--- config.mk ---
export PLATFORM = sky130hd
export DESIGN_NAME = bnthin_window
export DESIGN_NICKNAME = d
export VERILOG_FILES = /design/src/rtl/bnthin_pkg.sv /design/src/rtl/bnthin_window.sv
export SDC_FILE = /design/constraint.sdc
export NUM_CORES = 1
export LEC_CHECK = 0
export ABC_AREA = 1
export ABC_CLOCK_PERIOD_IN_PS = 800
export BUFFER_PORTS_ARGS = -buffer_cell sky130_fd_sc_hd__buf_4
export CAP_MARGIN = 15
export CORE_AREA = 2 2 39 41
export DETAILED_ROUTE_END_ITERATION = 12
export DIE_AREA = 0 0 41 43
export PLACE_DENSITY_LB_ADDON = 0.3
export SYNTH_ARGS = -nofsm -noshare
export SYNTH_HDL_FRONTEND = slang
export SYNTH_SLANG_ARGS = --single-unit
--- constraint.sdc ---
create_clock -name i_clk -period 0.8 [get_ports i_clk]
set_input_delay 0.04 -clock i_clk [delete_from_list [all_inputs] [get_ports i_clk]]
set_output_delay 0.04 -clock i_clk [all_outputs]
set_load 0.005 [all_outputs]
--- src/rtl/bnthin_pkg.sv ---
// Package for the binary thinning iteration unit: codes, limits, shared types
// and the per-pixel deletion rule of one thinning sub-pass.
// No dependencies.
`default_nettype none

package bnthin_pkg;

    localparam int DEF_MAX_WIDTH = 1024;
    localparam int MAX_HEIGHT    = 4096;
    localparam int NEIGH_LIMIT   = 7;

    localparam int CFG_IDX_W    = 1;
    localparam int CFG_DATA_W   = 13;
    localparam int FRAME_W_BITS = 11;
    localparam int FRAME_H_BITS = 13;
    localparam int ROW_BITS     = 14;
    localparam int LINE_BITS    = 2;

    localparam logic [FRAME_W_BITS-1:0] RST_FRAME_WIDTH  = 11'd1024;
    localparam logic [FRAME_H_BITS-1:0] RST_FRAME_HEIGHT = 13'd768;

    localparam logic [CFG_IDX_W-1:0] REG_FRAME_WIDTH  = 1'b0;
    localparam logic [CFG_IDX_W-1:0] REG_FRAME_HEIGHT = 1'b1;

    localparam logic OP_PIXEL = 1'b0;
    localparam logic OP_DRAIN = 1'b1;

    localparam logic RULE_FIRST  = 1'b0;
    localparam logic RULE_SECOND = 1'b1;

    typedef struct packed {
        logic top;
        logic bot;
        logic left;
        logic right;
    } t_edge_mask;

    typedef struct packed {
        logic       pix;
        logic       out_v;
        logic       last;
        t_edge_mask mask1;
        t_edge_mask mask2;
    } t_stage_flags;

    // ring[0..7] = N, NE, E, SE, S, SW, W, NW
    function automatic logic thin_cell(input logic center, input logic [7:0] ring,
                                       input logic rule);
        logic [7:0] rise;
        logic [3:0] b;
        logic [3:0] a;
        logic       guard;
        logic       del;
        rise = ~ring & {ring[0], ring[7:1]};
        b = '0;
        a = '0;
        for (int i = 0; i < 8; i++) begin
            b = b + 4'(ring[i]);
            a = a + 4'(rise[i]);
        end
        if (rule == RULE_SECOND) begin
            guard = (ring[0] & ring[2] & ring[6]) | (ring[0] & ring[4] & ring[6]);
        end else begin
            guard = (ring[0] & ring[2] & ring[4]) | (ring[2] & ring[4] & ring[6]);
        end
        del = (b >= 4'd2) && (b < 4'(NEIGH_LIMIT)) && (a == 4'd1) && !guard;
        return center && !del;
    endfunction

endpackage

`default_nettype wire

--- src/rtl/bnthin_window.sv ---
// 3x3 window of one sub-pass: two stored columns plus the incoming column,
// edge masking, center and ring out. Uses bnthin_pkg.
`default_nettype none

module bnthin_window
    import bnthin_pkg::*;
(
    input  logic       i_clk,
    input  logic       i_shift,
    input  logic [2:0] i_col,
    input  t_edge_mask i_mask,
    output logic       o_center,
    output logic [7:0] o_ring
);

    // column bits: [2] row above, [1] center row, [0] row below
    logic [2:0] r_mid;
    logic [2:0] r_left;

    always_ff @(posedge i_clk) begin
        if (i_shift) begin
            r_left <= r_mid;
            r_mid  <= i_col;
        end
    end

    assign o_center  = r_mid[1];
    assign o_ring[0] = r_mid[2] & i_mask.top;
    assign o_ring[1] = i_col[2] & i_mask.top & i_mask.right;
    assign o_ring[2] = i_col[1] & i_mask.right;
    assign o_ring[3] = i_col[0] & i_mask.bot & i_mask.right;
    assign o_ring[4] = r_mid[0] & i_mask.bot;
    assign o_ring[5] = r_left[0] & i_mask.bot & i_mask.left;
    assign o_ring[6] = r_left[1] & i_mask.left;
    assign o_ring[7] = r_left[2] & i_mask.top & i_mask.left;

endmodule

`default_nettype wire

==> results.sh <==
export IMPL_outcome="complete, but fails checks"
export IMPL_failed_checks="setup timing"
export IMPL_ir_drop_mv=0.639
export IMPL_hold_depth=1
export IMPL_finClkSkew_ps=1.02
export IMPL_area_growth_pct=85.4
export IMPL_syn_inst=25
export IMPL_ys_top_cells_by_area="edfxtp_1 (70%), nand2_1 (12%), inv_1 (10%)"
export IMPL_synth_edf_count=6
export IMPL_synth_compound_area_share_pct=0
export IMPL_fin_nets=60
export IMPL_cts_max_path_buffers=2
export IMPL_maxCapViolCount=0
export IMPL_drtIter0Drc=0
export IMPL_dp_cells=58
export IMPL_clock_latency_ps=240
export IMPL_cts_root_buffer="clkbuf_4"
export IMPL_reg2regPathDepth=1
export IMPL_crit_path_end_kind="output port"
export IMPL_wirelength_um=477
export IMPL_finalHoldViolations=0
export IMPL_overflow=0
export IMPL_drc=0
export IMPL_crit_required_ps=760
export IMPL_power_density_nw_per_um2=1630
export IMPL_rows=14
export IMPL_avgSynthCellArea_um2=10.3
export IMPL_yosysMostFrequentCell="nand2_1"
export IMPL_numPortBuffers=17
export IMPL_grt_pass1_vias=224
export IMPL_vias=234
export IMPL_nFillCells=150
export IMPL_cp_max_fo=2
export IMPL_synth_xor_area_share_pct=0
export IMPL_synthMuxAreaShare_pct=0
export IMPL_fin_ws_ps=-75.1
export IMPL_first_pass_iters=1
export IMPL_grt_start_max_net_pins=7
export IMPL_ys_seq_elements=6
export IMPL_dieArea_um2=1760
export IMPL_synth_top_family_by_area="simple AND/OR/NAND/NOR gates"
export IMPL_synth_top_cell_area_share_pct=70.2
export IMPL_dp_hpwl_um=386
export IMPL_grt_pass1_wl_um=807
export IMPL_h_tree_depth=1
export IMPL_synth_simple_area_share_pct=19.5
export IMPL_num_antenna_cells=0
export IMPL_p_leak_uw=0.000248
export IMPL_clock_fmax_ghz=1.14
export IMPL_netlist_area_um2=256
export IMPL_fp_dieW_um=41
export IMPL_min_period_ps=875
export IMPL_syn_nets=34
export IMPL_antenna_found_initial=0
export IMPL_relSlewSlack_pct=93.9
export IMPL_rsz0062_at_grt="true"
export IMPL_synth_cells_most_frequent="nand2_1 (8), inv_1 (7), edfxtp_1 (6), nor2_1 (2), nor2_2 (2)"
export IMPL_start_kind="register"
export IMPL_ys_warn_count=0
export IMPL_busiest_layer="met2"
export IMPL_p_total_uw=777
export IMPL_use_met3_pct=4.71
export IMPL_gr_usage_met1_pct=7.95
export IMPL_async_flop_share_pct=0
export IMPL_synthFlopType="edfxtp_1"
export IMPL_start_util_pct=18.5
export IMPL_worstPathArrival_ps=840
export IMPL_final_util_pct=34.4
export IMPL_yosys_area_top_type="edfxtp_1"
export IMPL_final_max_slew_viol_count=0
export IMPL_cts_buffers=3
export IMPL_layout_drive_gt1_share_pct=49.0
export IMPL_hold_path_class="in -> reg"
export IMPL_finalInstanceArea_um2=475
export IMPL_grt_usage_pct=7.29
export IMPL_placed_cell_area_um2=404
export IMPL_tightest_slew_ps=90.5
export IMPL_num_io_pins=18
export IMPL_synth_fa_ha_area_share_pct=0
export IMPL_wl_per_cell_um=7.34
export IMPL_setup_viol=5
export IMPL_cts_tree="yes"
export IMPL_yosysSeqAreaShare_pct=70.2
export IMPL_core_area_um2=1380
export IMPL_ant_nets=0
export IMPL_die_h_um=43
export IMPL_cts_sinks=6
export IMPL_final_instance_count_excl_fill=65
export IMPL_vias_per_cell=3.60
export IMPL_fin_crit_sh_pct=109
export IMPL_gp_congestion=0.660
export IMPL_path_class="reg -> out"
export IMPL_synth_cell_type_count=5
export IMPL_met2_usage_pct=9.38
export IMPL_cts_clk_slew_worst_paths_ps=40
layout make-up:
type | count | area [um2] | area share (%)
clock buffer | 3 | 22.5 | 4.74
tap | 16 | 20.0 | 4.21
multi-input combinational | 12 | 50.0 | 10.5
sequential | 6 | 180 | 37.9
timing repair buffer | 21 | 176 | 37.1
inverter | 7 | 26.3 | 5.53
worst paths after layout:
| check | startpoint | endpoint | slack [ps] |
|---|---|---|---|
| max | r_mid[2]$_DFFE_PP_ | o_ring[0] | -80 |
| min | i_shift | r_mid[1]$_DFFE_PP_ | 60 |
| max reg2reg | r_mid[2]$_DFFE_PP_ | r_left[2]$_DFFE_PP_ | 40 |
| min reg2reg | r_mid[0]$_DFFE_PP_ | r_left[0]$_DFFE_PP_ | 440 |
report_power, final:
| group | leakage, uW | total [uW] | switching [uW] | internal, uW |
|---|---|---|---|---|
| Clock | 0.0000138 | 266 | 97.4 | 169 |
| Sequential | 0.0000587 | 382 | 7.22 | 375 |
| Combinational | 0.000175 | 129 | 46.2 | 82.5 |
| Total | 0.000248 | 777 | 151 | 626 |
per-layer routing:
metal / wire [um] / up-vias
met5: 0 / -
met4: 0 / 0
met3: 64 / 0
met2: 228 / 14
met1: 184 / 98
li1: - / 122
worst max-delay path: stages (launching register included):
cell and delay [ps]:
edfxtp_1 380, nand2_1 70, inv_1 40, buf_6 100
cell usage in the layout, fill, tap and decap left out, drive strengths merged:
| cell | instances |
|---|---|
| buf | 18 |
| clkbuf | 3 |
| dlygate4sd3 | 3 |
| nor2 | 4 |
| inv | 7 |
| edfxtp | 6 |
| nand2 | 8 |
logic make-up (layout without fill, tap and decap cells):
kind of cell | Yosys count | count (layout)
simple gates | 12 | 12
buf+inv | 7 | 31
flops | 6 | 6
state kept, by name, summed over array words and instances, names as in the netlist:
| name | cells |
|---|---|
| r_mid | 3 |
| r_left | 3 |
metrics by stage:
step	hold WS, ps	TNS, ps	setup slack [ps]
after global placement	228	0	159
after CTS	51.1	-336	-83.2
after detailed placement	229	0	161
final	58.9	-262	-75.1
after floorplan	139	0	152
after global routing	59.3	-534	-135
repair_timing:
item                                    in CTS  in global routing
pin swaps                                    5                  2
resized for setup                            3                  1
hold buffers                                 3                  0
endpoints found under the hold margin        3                  0
setup buffers                                0                  1
endpoints found under the setup margin       6                  6
Note: power is estimated with default switching activity, not from simulation.
