[src/rtl/bnthin_pkg.sv]
// Package for the binary thinning iteration unit: codes, limits, shared types
// and the per-pixel deletion rule of one thinning sub-pass.
// No dependencies.
`default_nettype none

package bnthin_pkg;

    localparam int DEF_MAX_WIDTH = 1024;
    localparam int MAX_HEIGHT    = 4096;
    localparam int NEIGH_LIMIT   = 7;

    localparam int CFG_IDX_W    = 1;
    localparam int CFG_DATA_W   = 13;
    localparam int FRAME_W_BITS = 11;
    localparam int FRAME_H_BITS = 13;
    localparam int ROW_BITS     = 14;
    localparam int LINE_BITS    = 2;

    localparam logic [FRAME_W_BITS-1:0] RST_FRAME_WIDTH  = 11'd1024;
    localparam logic [FRAME_H_BITS-1:0] RST_FRAME_HEIGHT = 13'd768;

    localparam logic [CFG_IDX_W-1:0] REG_FRAME_WIDTH  = 1'b0;
    localparam logic [CFG_IDX_W-1:0] REG_FRAME_HEIGHT = 1'b1;

    localparam logic OP_PIXEL = 1'b0;
    localparam logic OP_DRAIN = 1'b1;

    localparam logic RULE_FIRST  = 1'b0;
    localparam logic RULE_SECOND = 1'b1;

    typedef struct packed {
        logic top;
        logic bot;
        logic left;
        logic right;
    } t_edge_mask;

    typedef struct packed {
        logic       pix;
        logic       out_v;
        logic       last;
        t_edge_mask mask1;
        t_edge_mask mask2;
    } t_stage_flags;

    // ring[0..7] = N, NE, E, SE, S, SW, W, NW
    function automatic logic thin_cell(input logic center, input logic [7:0] ring,
                                       input logic rule);
        logic [7:0] rise;
        logic [3:0] b;
        logic [3:0] a;
        logic       guard;
        logic       del;
        rise = ~ring & {ring[0], ring[7:1]};
        b = '0;
        a = '0;
        for (int i = 0; i < 8; i++) begin
            b = b + 4'(ring[i]);
            a = a + 4'(rise[i]);
        end
        if (rule == RULE_SECOND) begin
            guard = (ring[0] & ring[2] & ring[6]) | (ring[0] & ring[4] & ring[6]);
        end else begin
            guard = (ring[0] & ring[2] & ring[4]) | (ring[2] & ring[4] & ring[6]);
        end
        del = (b >= 4'd2) && (b < 4'(NEIGH_LIMIT)) && (a == 4'd1) && !guard;
        return center && !del;
    endfunction

endpackage

`default_nettype wire

[src/rtl/bnthin_line_buf.sv]
// Line store: one 2-bit column entry per pixel column, registered read,
// forwarding of a same-cycle write to the read port. Uses bnthin_pkg.
`default_nettype none

module bnthin_line_buf
    import bnthin_pkg::*;
#(
    parameter int DEPTH = DEF_MAX_WIDTH,
    localparam int AW = $clog2(DEPTH)
) (
    input  logic                 i_clk,
    input  logic                 i_rst_n,
    input  logic                 i_rd_en,
    input  logic [AW-1:0]        i_rd_addr,
    input  logic                 i_wr_en,
    input  logic [AW-1:0]        i_wr_addr,
    input  logic [LINE_BITS-1:0] i_wr_data,
    output logic [LINE_BITS-1:0] o_rd_data
);

    logic [LINE_BITS-1:0] mem [DEPTH];
    logic [LINE_BITS-1:0] r_rd;
    logic [LINE_BITS-1:0] r_byp_data;
    logic                 r_byp;

    always_ff @(posedge i_clk) begin
        if (i_wr_en) begin
            mem[i_wr_addr] <= i_wr_data;
        end
        if (i_rd_en) begin
            r_rd       <= mem[i_rd_addr];
            r_byp_data <= i_wr_data;
        end
    end

    always_ff @(posedge i_clk) begin
        if (!i_rst_n) begin
            r_byp <= 1'b0;
        end else if (i_rd_en) begin
            r_byp <= i_wr_en && (i_wr_addr == i_rd_addr);
        end
    end

    assign o_rd_data = r_byp ? r_byp_data : r_rd;

endmodule

`default_nettype wire

[config.mk]
export PLATFORM = sky130hd
export DESIGN_NAME = bnthin_line_buf
export DESIGN_NICKNAME = d
export VERILOG_FILES = /design/src/rtl/bnthin_pkg.sv /design/src/rtl/bnthin_line_buf.sv
export SDC_FILE = /design/constraint.sdc
export NUM_CORES = 2
export LEC_CHECK = 0
export BUFFER_PORTS_ARGS = -buffer_cell sky130_fd_sc_hd__buf_4
export CELL_PAD_IN_SITES_DETAIL_PLACEMENT = 0
export CELL_PAD_IN_SITES_GLOBAL_PLACEMENT = 1
export CORE_MARGIN = 4
export CORE_UTILIZATION = 62
export CTS_BUF_LIST = sky130_fd_sc_hd__clkbuf_4 sky130_fd_sc_hd__clkbuf_8
export CTS_CLUSTER_DIAMETER = 150
export CTS_CLUSTER_SIZE = 12
export DETAILED_ROUTE_END_ITERATION = 7
export PLACE_DENSITY = 0.87
export SETUP_SLACK_MARGIN = 0.05
export SYNTH_ARGS = -nofsm -noshare
export SYNTH_HDL_FRONTEND = slang
export SYNTH_SLANG_ARGS = --single-unit
export TNS_END_PERCENT = 5
[constraint.sdc]
create_clock -name i_clk -period 5.3 [get_ports i_clk]
set_input_delay 0.265 -clock i_clk [delete_from_list [all_inputs] [get_ports i_clk]]
set_output_delay 0.265 -clock i_clk [all_outputs]
set_load 0.005 [all_outputs]
==> key figures <==
Run status
  • Outcome: finished clean

Timing
  • Min Tclk post-route: roughly 3.6 ns
  • Worst Max-Slew Pin Slew: 1.31 ns
  • Setup TNS: 0 ns
  • # setup viols final: 0
  • Slew margin rel.: between 10% and 20%
  • Final hold violations: 0
  • Skew final: approximately 0.045 ns
  • Max Clock Freq: about 280 MHz
  • Final worst path period share: about two thirds
  • RSZ-0062 raised after global routing: no
  • Final Slew Violations: 0

Placed design
  • Post-DP HPWL: 121000 um
  • GPL Wtd Cong: 0.857
  • Cells after DPL: 6326
  • I/O Buffers: 27

Pwr
  • Int Pwr: between 20000 and 25000 uW
  • Sw Pwr: 6150 uW
  • Pleak: ~0.026 uW
  • PwrDens: between 300 and 400 nW/um2
  • Switching share of power: roughly 22%
  • Total power: 27900 uW
  • Clock power frac: 30.0%
  • Peak supply drop: approximately 260 uV
  • Comb power frac: ~6%
  • Reg power frac: between 60% and 70%

Floorplan
  • Die Ht: 376 um
  • Initial Util: a little over three fifths
  • Die area: 141000 um2
  • Std cell rows: around 130
  • Io pins: 28
  • Die width: around 380 um
  • CORE AREA: 134000 um2

Clocking
  • CTS root buf: clkbuf_8
  • TritonCTS Sinks: 2053
  • PostCTS Resize Cnt: 0
  • CTS max path bufs: 3
  • Hold Buf Count CTS: 12
  • TritonCTS buffer count: between 150 and 200
  • TritonCTS clock tree: done
  • Clock transition at path regs: 0.08 ns
  • CTS H-tree lvls: 4
  • Post-CTS Setup Inserts: 0
  • Latest clock arrival within the worst-skew pair: 0.95 ns

Drt
  • DR pass1 iterations: 6
  • Drt drc: 0
  • Final WL: 218000 um
  • Routed len/inst: around 33 um
  • First DRT Iteration DRCs: slightly above 7000
  • Routed vias/inst: roughly 7
  • Routed Antenna Nets: 0
  • Vias post-DR: approximately 46000

Global routing
  • Vias in the first global route: ~46000
  • Total track usage: between 30% and 40%
  • Initial antenna violation count: 7
  • Global-route wire length before repair: 315000 um
  • Grt ovf: 0
  • Pin count of the biggest net entering global routing: 224

Worst setup path
  • Reg2reg setup slack: about 1.7 ns
  • Setup crit start: mem[427][1]
  • Worst Path Arrival: roughly 4.2 ns
  • Critical path class: flip-flop to flip-flop
  • CP Launch Type: flip-flop
  • Crit-path max FO: 2
  • CP required: 5.97 ns
  • R2R Path Start: mem[427][1]
  • Setup crit end kind: flip-flop
  • RR Endpoint: r_rd[1]
  • Worst Reg2Reg Path Length in Cells: 8
  • CP endpoint: r_rd[1]

Synth
  • Adder-Cell Fraction of Synth Area: 0%
  • Mean Syn Cell Area: 17.5 um2
  • Simple-gate area share of the yosys netlist: 6.25%
  • Post-synthesis register bit count: around 2000
  • Syn Inst Count: between 4000 and 5000
  • Post-synthesis mux area share: between 10% and 20%
  • Post-synth top area share: between 70% and 80%
  • Post-synth EDFFs: 2052
  • Ys async rst share: 0%
  • Ranking of synthesized cells by area: edfxtp_1 73%, mux4_2 12%, nor2_1 4.7%
  • Post-synthesis sequential area ratio: between 70% and 80%
  • Yosys warns: 0
  • Main synth FF type: edfxtp_1
  • XOR/XNOR share of the synthesized area: 0.104%
  • Post-synthesis cell area: ~84000 um2
  • Dominant cell type by area after synthesis: edfxtp_1
  • Compound-Gate Fraction of Synth Area: between 2 and 3%
  • Net Count, Synth: ~4800
  • Largest family of logic cells by synthesized area: multiplexers
  • Distinct cells, synth: 60

Worst hold path
  • Worst Hold Class: input port to flip-flop

Finish
  • Area taken by multi-input logic gates: 20500 um2
  • Number of fill cells in the layout: between 8000 and 9000
  • # nets final: 4787
  • Layout cells sized above 1: between 10% and 20%
  • Area grow syn2layout: 5.94%
  • Register area: ~62000 um2
  • Final non-filler cell total: 6562

Flow run
  • Max Cap Viol: 0
metal layers:
metal / GRT usage, % / part of all wire [%] / wire, um
met2: 46.7 / 46 / 101000
met3: 8.89 / 14 / 29400
met5: 0 / 0 / 0
met1: 44.4 / 36 / 78100
met4: 12.2 / 4.4 / 9480
final cells by class:
type,instances,area share [%]
timing repair buffer,170,1.87
antenna,7,0.0197
sequential,2053,69.3
multi-input combinational,2340,23.0
tap,1768,2.49
clock inverter,13,0.129
inverter,7,0.0352
clock buffer,204,3.07
power by group through the flow:
stage                     Clock [uW]  Sequential [uW]  Combinational (uW)
final                           8370            17900                1700
after global routing            9120            17900                1780
after CTS                       8440            17900                1680
after detailed placement           0            18200                1670
after global placement             0            18200                1660
after floorplan                    0            18200                 950
how the worst min path moves through the flow:
stage | from | to | slack (ns) | cells past startpoint
2_1_floorplan | i_wr_data[0] | mem[0][0] | 0.36 | 0
3_3_place_gp | r_byp | r_byp | 0.50 | 2
3_5_place_dp | r_byp | r_byp | 0.52 | 2
4_1_cts | i_rd_en | r_rd[0] | 0.11 | 2
5_1_grt | i_rd_en | r_byp_data[1] | 0.16 | 2
6_report | i_rd_en | r_rd[0] | 0.21 | 2
metrics by stage:
stage | hold slack (ns) | worst slack, ns | cell area (um2) | util (%)
finish | 0.213 | 1.74 | 88900 | 66.4
global route | 0.160 | 1.73 | 88900 | 66.4
CTS | 0.107 | 1.89 | 88900 | 66.4
detailed placement | 0.516 | 1.13 | 85900 | 64.1
global placement | 0.495 | 1.10 | 85900 | 64.1
floorplan | 0.364 | 2.62 | 83900 | -
registers in the layout, indices dropped and copies added (netlist names):
name	count
mem	2048
r_byp	1
r_byp_data	2
r_rd	2
cell usage after synthesis (3+ instances only):
master	instances
o221ai_1	85
nand2b_1	7
a211oi_1	11
a221oi_1	11
nand4_1	7
nor2_1	1048
nor2b_1	12
xnor2_1	8
buf_4	17
a2111oi_0	6
a22o_1	9
nand3_1	43
a311oi_1	5
a22oi_1	30
and3_1	7
mux4_2	456
a31oi_1	3
o211ai_1	5
nor3b_1	7
buf_1	78
nor3_1	46
buf_2	43
a21oi_1	64
clkbuf_1	205
o21ai_0	31
inv_1	4
a32oi_1	4
nand2_1	109
and2_1	6
mux2i_1	212
buf_6	50
edfxtp_1	2052
or2_2	4
mux2_2	10
o2111ai_1	5
o22ai_1	52
nor4_1	9
placed cells by master (no fill, tap or decap), drive strengths merged, types with 8 or more instances in the layout:
cell	synthesis	final
a211oi	11	11
a21oi	64	64
a221oi	11	11
a22o	9	9
a22oi	30	30
buf	191	158
clkbuf	205	204
dlygate4sd3	0	12
edfxtp	2052	2052
inv	6	15
mux2	10	10
mux2i	212	212
mux4	456	456
nand2	109	109
nand3	43	43
nor2	1048	1048
nor2b	12	12
nor3	46	46
nor4	9	9
o21ai	31	31
o221ai	85	85
o22ai	52	52
xnor2	8	8
critical path, stage by stage (launching register included):
cell,delay [ns]
edfxtp_1,0.37
mux4_2,0.48
mux4_2,0.51
mux2i_1,0.23
o22ai_1,0.15
nor4_1,0.97
nor4_1,0.17
o31ai_1,0.29
nand3_1,0.12
logic make-up after synthesis:
group / count (synthesis)
AND/OR/NAND/NOR: 1315
multiplexers: 678
AO/OA/AOI/OAI: 337
buffers and inverters: 403
XOR/XNOR: 10
flip-flops: 2053
(Power assumes the default switching activity.)
